**src/cfr_pkg.sv**
```systemverilog
package cfr_pkg;

   localparam int FRAME_LEN_DEFAULT = 8;

   localparam logic [7:0] HEAD_CONNECT = 8'h05;
   localparam logic [7:0] HEAD_SET     = 8'h55;
   localparam logic [7:0] HEAD_READ    = 8'hAA;

   // Reply frame: only these positions can be nonzero, the rest are zero fill.
   typedef struct packed {
      logic [7:0] head;
      logic [7:0] stype;
      logic [7:0] id_hi;
      logic [7:0] id_lo;
      logic [7:0] chk;
   } reply_type;

   typedef struct packed {
      logic send;
      logic save;
   } verdict_type;

endpackage

```
**src/cfr_reply.sv**
```systemverilog
module cfr_reply #(
   parameter int FRAME_LEN = cfr_pkg::FRAME_LEN_DEFAULT
) (
   input  logic [7:0]          frame [FRAME_LEN],
   input  logic [7:0]          stored_stype,
   input  logic [15:0]         node_id,
   output cfr_pkg::verdict_type verdict,
   output cfr_pkg::reply_type   reply
);

   logic [7:0] frame_xor;
   logic       chk_ok;

   always_comb begin
      frame_xor = 8'h00;
      for (int i = 0; i < FRAME_LEN - 1; i++) begin
         frame_xor = frame_xor ^ frame[i];
      end
   end

   assign chk_ok = (frame_xor == frame[FRAME_LEN-1]);

   always_comb begin
      verdict = '0;
      reply   = '0;
      reply.head = frame[0];
      unique case (frame[0])
         cfr_pkg::HEAD_CONNECT: begin
            verdict.send = chk_ok;
         end
         cfr_pkg::HEAD_SET: begin
            verdict.send = chk_ok;
            verdict.save = chk_ok;
            // echo the values being stored
            reply.stype = frame[1];
            reply.id_hi = frame[2];
            reply.id_lo = frame[3];
         end
         cfr_pkg::HEAD_READ: begin
            verdict.send = chk_ok;
            reply.stype  = stored_stype;
            reply.id_hi  = node_id[15:8];
            reply.id_lo  = node_id[7:0];
         end
         default: begin
            verdict = '0;
         end
      endcase
      reply.chk = reply.head ^ reply.stype ^ reply.id_hi ^ reply.id_lo;
   end

endmodule

```
**src/config_frame_responder.sv**
```systemverilog
// Channel  Direction  Ports
// req      in         req_valid, req_ready, req_rx_byte, req_burst_end
// rsp      out        rsp_valid, rsp_ready, rsp_tx_byte, rsp_reply_last, rsp_save_request
//
// A byte without burst end is taken in every cycle. A burst end is held off while
// a reply drains or a frame is checked; the frame is checked in the cycle after it
// and, if its head is known and its checksum matches, a reply of FRAME_LEN bytes
// leaves one per cycle while rsp_ready is high. Reset is synchronous and clears the
// stored type and identifier; a stalled rsp holds its byte.
module config_frame_responder #(
   parameter int FRAME_LEN = cfr_pkg::FRAME_LEN_DEFAULT
) (
   input  logic       clock,
   input  logic       reset,
   input  logic       req_valid,
   output logic       req_ready,
   input  logic [7:0] req_rx_byte,
   input  logic       req_burst_end,
   output logic       rsp_valid,
   input  logic       rsp_ready,
   output logic [7:0] rsp_tx_byte,
   output logic       rsp_reply_last,
   output logic       rsp_save_request
);

   localparam int CNT_W = $clog2(FRAME_LEN + 1);
   localparam int IDX_W = $clog2(FRAME_LEN);
   localparam logic [IDX_W-1:0] LAST_IDX = IDX_W'(FRAME_LEN - 1);

   logic [7:0]       frame_ff [FRAME_LEN];
   logic [7:0]       frame_in [FRAME_LEN];
   logic [7:0]       frame_view [FRAME_LEN];
   logic [CNT_W-1:0] count_ff, count_in, count_base;
   logic             eval_ff, eval_in;
   logic [7:0]       stype_ff, stype_in;
   logic [15:0]      node_id_ff, node_id_in;
   logic             busy_ff, busy_in;
   logic [IDX_W-1:0] idx_ff, idx_in;
   logic             save_ff, save_in;
   cfr_pkg::reply_type   reply_ff, reply_in, reply_new;
   cfr_pkg::verdict_type verdict;
   logic             req_fire, rsp_fire;

   assign req_ready = !(req_burst_end && (eval_ff || busy_ff));
   assign req_fire  = req_valid && req_ready;
   assign rsp_fire  = busy_ff && rsp_ready;

   // Positions not yet received read as zero.
   always_comb begin
      for (int i = 0; i < FRAME_LEN; i++) begin
         frame_view[i] = (CNT_W'(i) < count_ff) ? frame_ff[i] : 8'h00;
      end
   end

   cfr_reply #(.FRAME_LEN(FRAME_LEN)) u_reply (
      .frame        (frame_view),
      .stored_stype (stype_ff),
      .node_id      (node_id_ff),
      .verdict      (verdict),
      .reply        (reply_new)
   );

   always_comb begin
      // drop the finished frame in the check cycle
      count_base = eval_ff ? '0 : count_ff;
      count_in   = count_base;
      frame_in   = frame_ff;
      if (req_fire && (count_base < CNT_W'(FRAME_LEN))) begin
         frame_in[count_base[IDX_W-1:0]] = req_rx_byte;
         count_in = count_base + CNT_W'(1);
      end
      eval_in = req_fire && req_burst_end;
   end

   always_comb begin
      stype_in   = stype_ff;
      node_id_in = node_id_ff;
      busy_in    = busy_ff;
      idx_in     = idx_ff;
      save_in    = save_ff;
      reply_in   = reply_ff;
      if (rsp_fire) begin
         if (idx_ff == LAST_IDX) begin
            busy_in = 1'b0;
         end else begin
            idx_in = idx_ff + IDX_W'(1);
         end
      end
      if (eval_ff && verdict.send) begin
         busy_in  = 1'b1;
         idx_in   = '0;
         save_in  = verdict.save;
         reply_in = reply_new;
         if (verdict.save) begin
            stype_in   = reply_new.stype;
            node_id_in = {reply_new.id_hi, reply_new.id_lo};
         end
      end
   end

   always_ff @(posedge clock) begin
      frame_ff <= frame_in;
      reply_ff <= reply_in;
      save_ff  <= save_in;
      if (reset) begin
         count_ff   <= '0;
         eval_ff    <= 1'b0;
         stype_ff   <= 8'h00;
         node_id_ff <= 16'h0000;
         busy_ff    <= 1'b0;
         idx_ff     <= '0;
      end else begin
         count_ff   <= count_in;
         eval_ff    <= eval_in;
         stype_ff   <= stype_in;
         node_id_ff <= node_id_in;
         busy_ff    <= busy_in;
         idx_ff     <= idx_in;
      end
   end

   always_comb begin
      if (idx_ff == '0) begin
         rsp_tx_byte = reply_ff.head;
      end else if (idx_ff == IDX_W'(1)) begin
         rsp_tx_byte = reply_ff.stype;
      end else if (idx_ff == IDX_W'(2)) begin
         rsp_tx_byte = reply_ff.id_hi;
      end else if (idx_ff == IDX_W'(3)) begin
         rsp_tx_byte = reply_ff.id_lo;
      end else if (idx_ff == LAST_IDX) begin
         rsp_tx_byte = reply_ff.chk;
      end else begin
         rsp_tx_byte = 8'h00;
      end
   end

   assign rsp_valid        = busy_ff;
   assign rsp_reply_last   = (idx_ff == LAST_IDX);
   assign rsp_save_request = save_ff;

endmodule

```
**config.mk**
```make
export PLATFORM = sky130hd
export DESIGN_NAME = config_frame_responder
export DESIGN_NICKNAME = d
export VERILOG_FILES = /design/src/cfr_pkg.sv /design/src/cfr_reply.sv /design/src/config_frame_responder.sv
export SDC_FILE = /design/constraint.sdc
export NUM_CORES = 1
export LEC_CHECK = 0
export ABC_AREA = 1
export BUFFER_PORTS_ARGS = -buffer_cell sky130_fd_sc_hd__buf_4
export CAP_MARGIN = 20
export CORE_MARGIN = 2
export CORE_UTILIZATION = 35
export DETAILED_ROUTE_END_ITERATION = 8
export MAX_ROUTING_LAYER = met4
export PLACE_DENSITY_LB_ADDON = 0.05
export SLEW_MARGIN = 30
export SYNTH_ARGS = -nofsm -noshare
export SYNTH_HDL_FRONTEND = slang
export SYNTH_SLANG_ARGS = --single-unit
```
**constraint.sdc**
```tcl
create_clock -name clock -period 3.1 [get_ports clock]
set_input_delay 0.155 -clock clock [delete_from_list [all_inputs] [get_ports clock]]
set_output_delay 0.155 -clock clock [all_outputs]
set_load 0.01 [all_outputs]
```
==> impl_metrics.ini <==
[status]
run_status = finished clean

[placement]
io_buffers = 24
placedCellCount = 1082
preCtsSetupSlack_ns = 0.362
place_congestion = 0.788
dpl.hpwl_um = 11800

[yosys]
synth_nets = 820
syn_area_per_cell_um2 = 8.67
synthCells = 800
yosysUniqueCellTypes = 33
yosysWarningCount = 0
synth-seq-cells = 138
syn_area_mm2 = 0.00694
synth_seq_area_share_pct = 55.0
synth_top_area_cell = edfxtp_1
yosys-top-cells-area = edfxtp_1, nand2_1, dfxtp_1, nor2_1, nand3_1
yosysTopAreaCellShare_pct = 45.5

[routing]
wl_per_cell_um = 14.2
drc = 0
via_per_inst = 4.56
wirelength_um = 15900
vias = 5117
ant_nets = 0
drt_iter0_markers = 290
drtPass1Iterations = 4

[sta]
finalCriticalPeriod_ns = 2.76
tns_ns = 0
setup_viol = 0
max_freq_mhz = 362
rsz0062_at_grt = false
fin_ws_ns = 0.336
worst_slew_pin_slew_ns = 0.752
maxSlewHeadroom_pct = 49.7
period_share_pct = 89.2
fin_worst_skew_ns = 0.00818
slew_violations = 0
hold_viol_final = 0

[pwr]
p_leak_nw = 3.61
power_mw = 4.36
vdd_drop_max_mv = 0.367
cellPowerDensity_mw_per_mm2 = 536

[global_routing]
grt_pass1_wl_um = 25700
grt_max_degree = 42
antenna_found_initial = 0
grt_use_met1_pct = 22.0
grt-ovfl-total = 0
grtUsageTotal_pct = 16.8
grt-busiest-layer = met2
use_met3_pct = 2.93
use_met2_pct = 26.1
first_global_vias = 4900

[worst_setup_path]
r2r-end = reply_ff[0]
crit_type = reg2out
cp_cell_sequence = ha_1 > ha_1 > nor2_1 > nand2_1 > nand3_1 > o211ai_1 > a31oi_1 > buf_4
cp_slowest_cell = nor2_1
r2r-start = count_ff[3]
cp-startpoint = idx_ff[0]
cp_data_arrival_time_ns = 2.61
r2r_slack_ns = 0.41
endpoint = rsp_tx_byte[5]
cp-start-kind = register
ff2ff_path_depth = 14
cp_max_fo = 9
end_kind = primary output
cpMostUsedCell = ha_1
max_stage_delay_ns = 0.62
crit_required_ns = 2.94

[cts]
clockBufferDepth = 2
hold_buffers = 10
htreeDepth = 4
path_clk_slew_ns = 0.05
root_buffer = clkbuf_16
cts_setup_buffers = 0
post_cts_resized = 0
cts_tree = done
cts_buffers = 17
clk_latency_ns = 0.41
cts_sinks = 138

[floorplan]
rows = 51
die_area_mm2 = 0.0210
io_pins = 25
coreArea_mm2 = 0.0195
die_h_um = 145
die_x_um = 145
start_util_pct = 35.6

[layout]
nFillCells = 1919
mostFrequentLayoutCell = nand2_1
drive_above_1_share_pct = 11.9
finalNetCount = 866
syn_to_final_growth_pct = 17.4
layout_common_cells = nand2_1, edfxtp_1, nor2_1, inv_1, nand3_1
multiInputGateArea_mm2 = 0.00265
instances_no_fill = 1122
final_core_util_pct = 41.8
antenna_cells = 0
regArea_mm2 = 0.00381

[job]
drv_cap = 0

[hold_path]
worstHoldPathType = in2reg
## cell type report
| cell class | count | area share, % |
|---|---|---|
| Sequential cell | 138 | 46.8 |
| Multi-Input combinational cell | 547 | 32.5 |
| Clock buffer | 19 | 5.32 |
| Timing Repair Buffer | 48 | 5.04 |
| Inverter | 94 | 4.33 |
| Tap cell | 265 | 4.07 |
| Clock inverter | 11 | 1.89 |
## metrics by stage
step | area (um2) | hold WS [ns]
finish | 8140 | 0.00950
global route | 8140 | 0.0358
CTS | 8140 | 0.00606
detailed placement | 7450 | 0.363
global placement | 7450 | 0.355
floorplan | 6940 | 0.224
## critical path: cells and delay by family (launching register included)
kind | cells | cell delay, ns
adders and majority gates | 2 | 0.58
DFF | 1 | 0.35
and+or+nand+nor | 3 | 0.83
AOI/OAI and AO/OA | 2 | 0.29
buffers and inverters | 1 | 0.16
## flip-flops by register name, summed over array words and instances (netlist names), 3 cells and up
name,flops
frame_ff,64
reply_ff,40
node_id_ff,16
stype_ff,8
count_ff,4
idx_ff,3
## synthesized netlist by cell type
library cell / n
nand2_1: 278
edfxtp_1: 105
nor2_1: 85
inv_1: 82
nand3_1: 63
dfxtp_1: 33
o21ai_0: 18
xnor2_1: 14
o22ai_2: 13
buf_2: 9
inv_2: 9
a31oi_1: 8
o211ai_1: 8
a21oi_1: 7
ha_1: 7
nand2_2: 6
o22ai_1: 6
xor2_1: 6
buf_4: 5
nor3_1: 5
clkbuf_1: 4
nand3b_1: 4
nor2_4: 4
or2_1: 4
buf_6: 3
clkinv_1: 3
nand4_1: 3
nand4_2: 2
o21ai_1: 2
nand3_2: 1
nand4_4: 1
nor4_1: 1
o21ai_2: 1
## power by group
| part | total (mW) | internal (mW) | switching, mW |
|---|---|---|---|
| registers | 2.02 | 2.01 | 0.0137 |
| clock network | 2.05 | 1.32 | 0.726 |
| logic | 0.288 | 0.0911 | 0.197 |
## logic make-up (layout without fill, tap and decap cells)
group | Yosys count | in the layout | synth area share, %
simple gates | 457 | 457 | 27.7
buf+inv | 115 | 172 | 6.98
compound gates | 63 | 63 | 6.55
flops | 138 | 138 | 55.0
fa+ha+maj | 7 | 7 | 1.26
xor+xnor | 20 | 20 | 2.53
## routing by layer
metal	wire length [um]	vias up
met4	150	0
met2	7470	65
li1	-	2701
met1	7890	2340
met3	368	11
met5	0	-
## worst min-delay path by stage
stage / startpoint / end / slack [ns] / cells past startpoint
4_1_cts: req_valid / eval_ff / 0.006 / 3
6_report: req_valid / eval_ff / 0.009 / 3
3_5_place_dp: reset / rsp_valid / 0.36 / 2
3_3_place_gp: reset / count_ff[0] / 0.35 / 2
5_1_grt: rsp_ready / rsp_valid / 0.04 / 4
2_1_floorplan: reset / count_ff[0] / 0.22 / 1
Power figures use the tool's default switching activity.
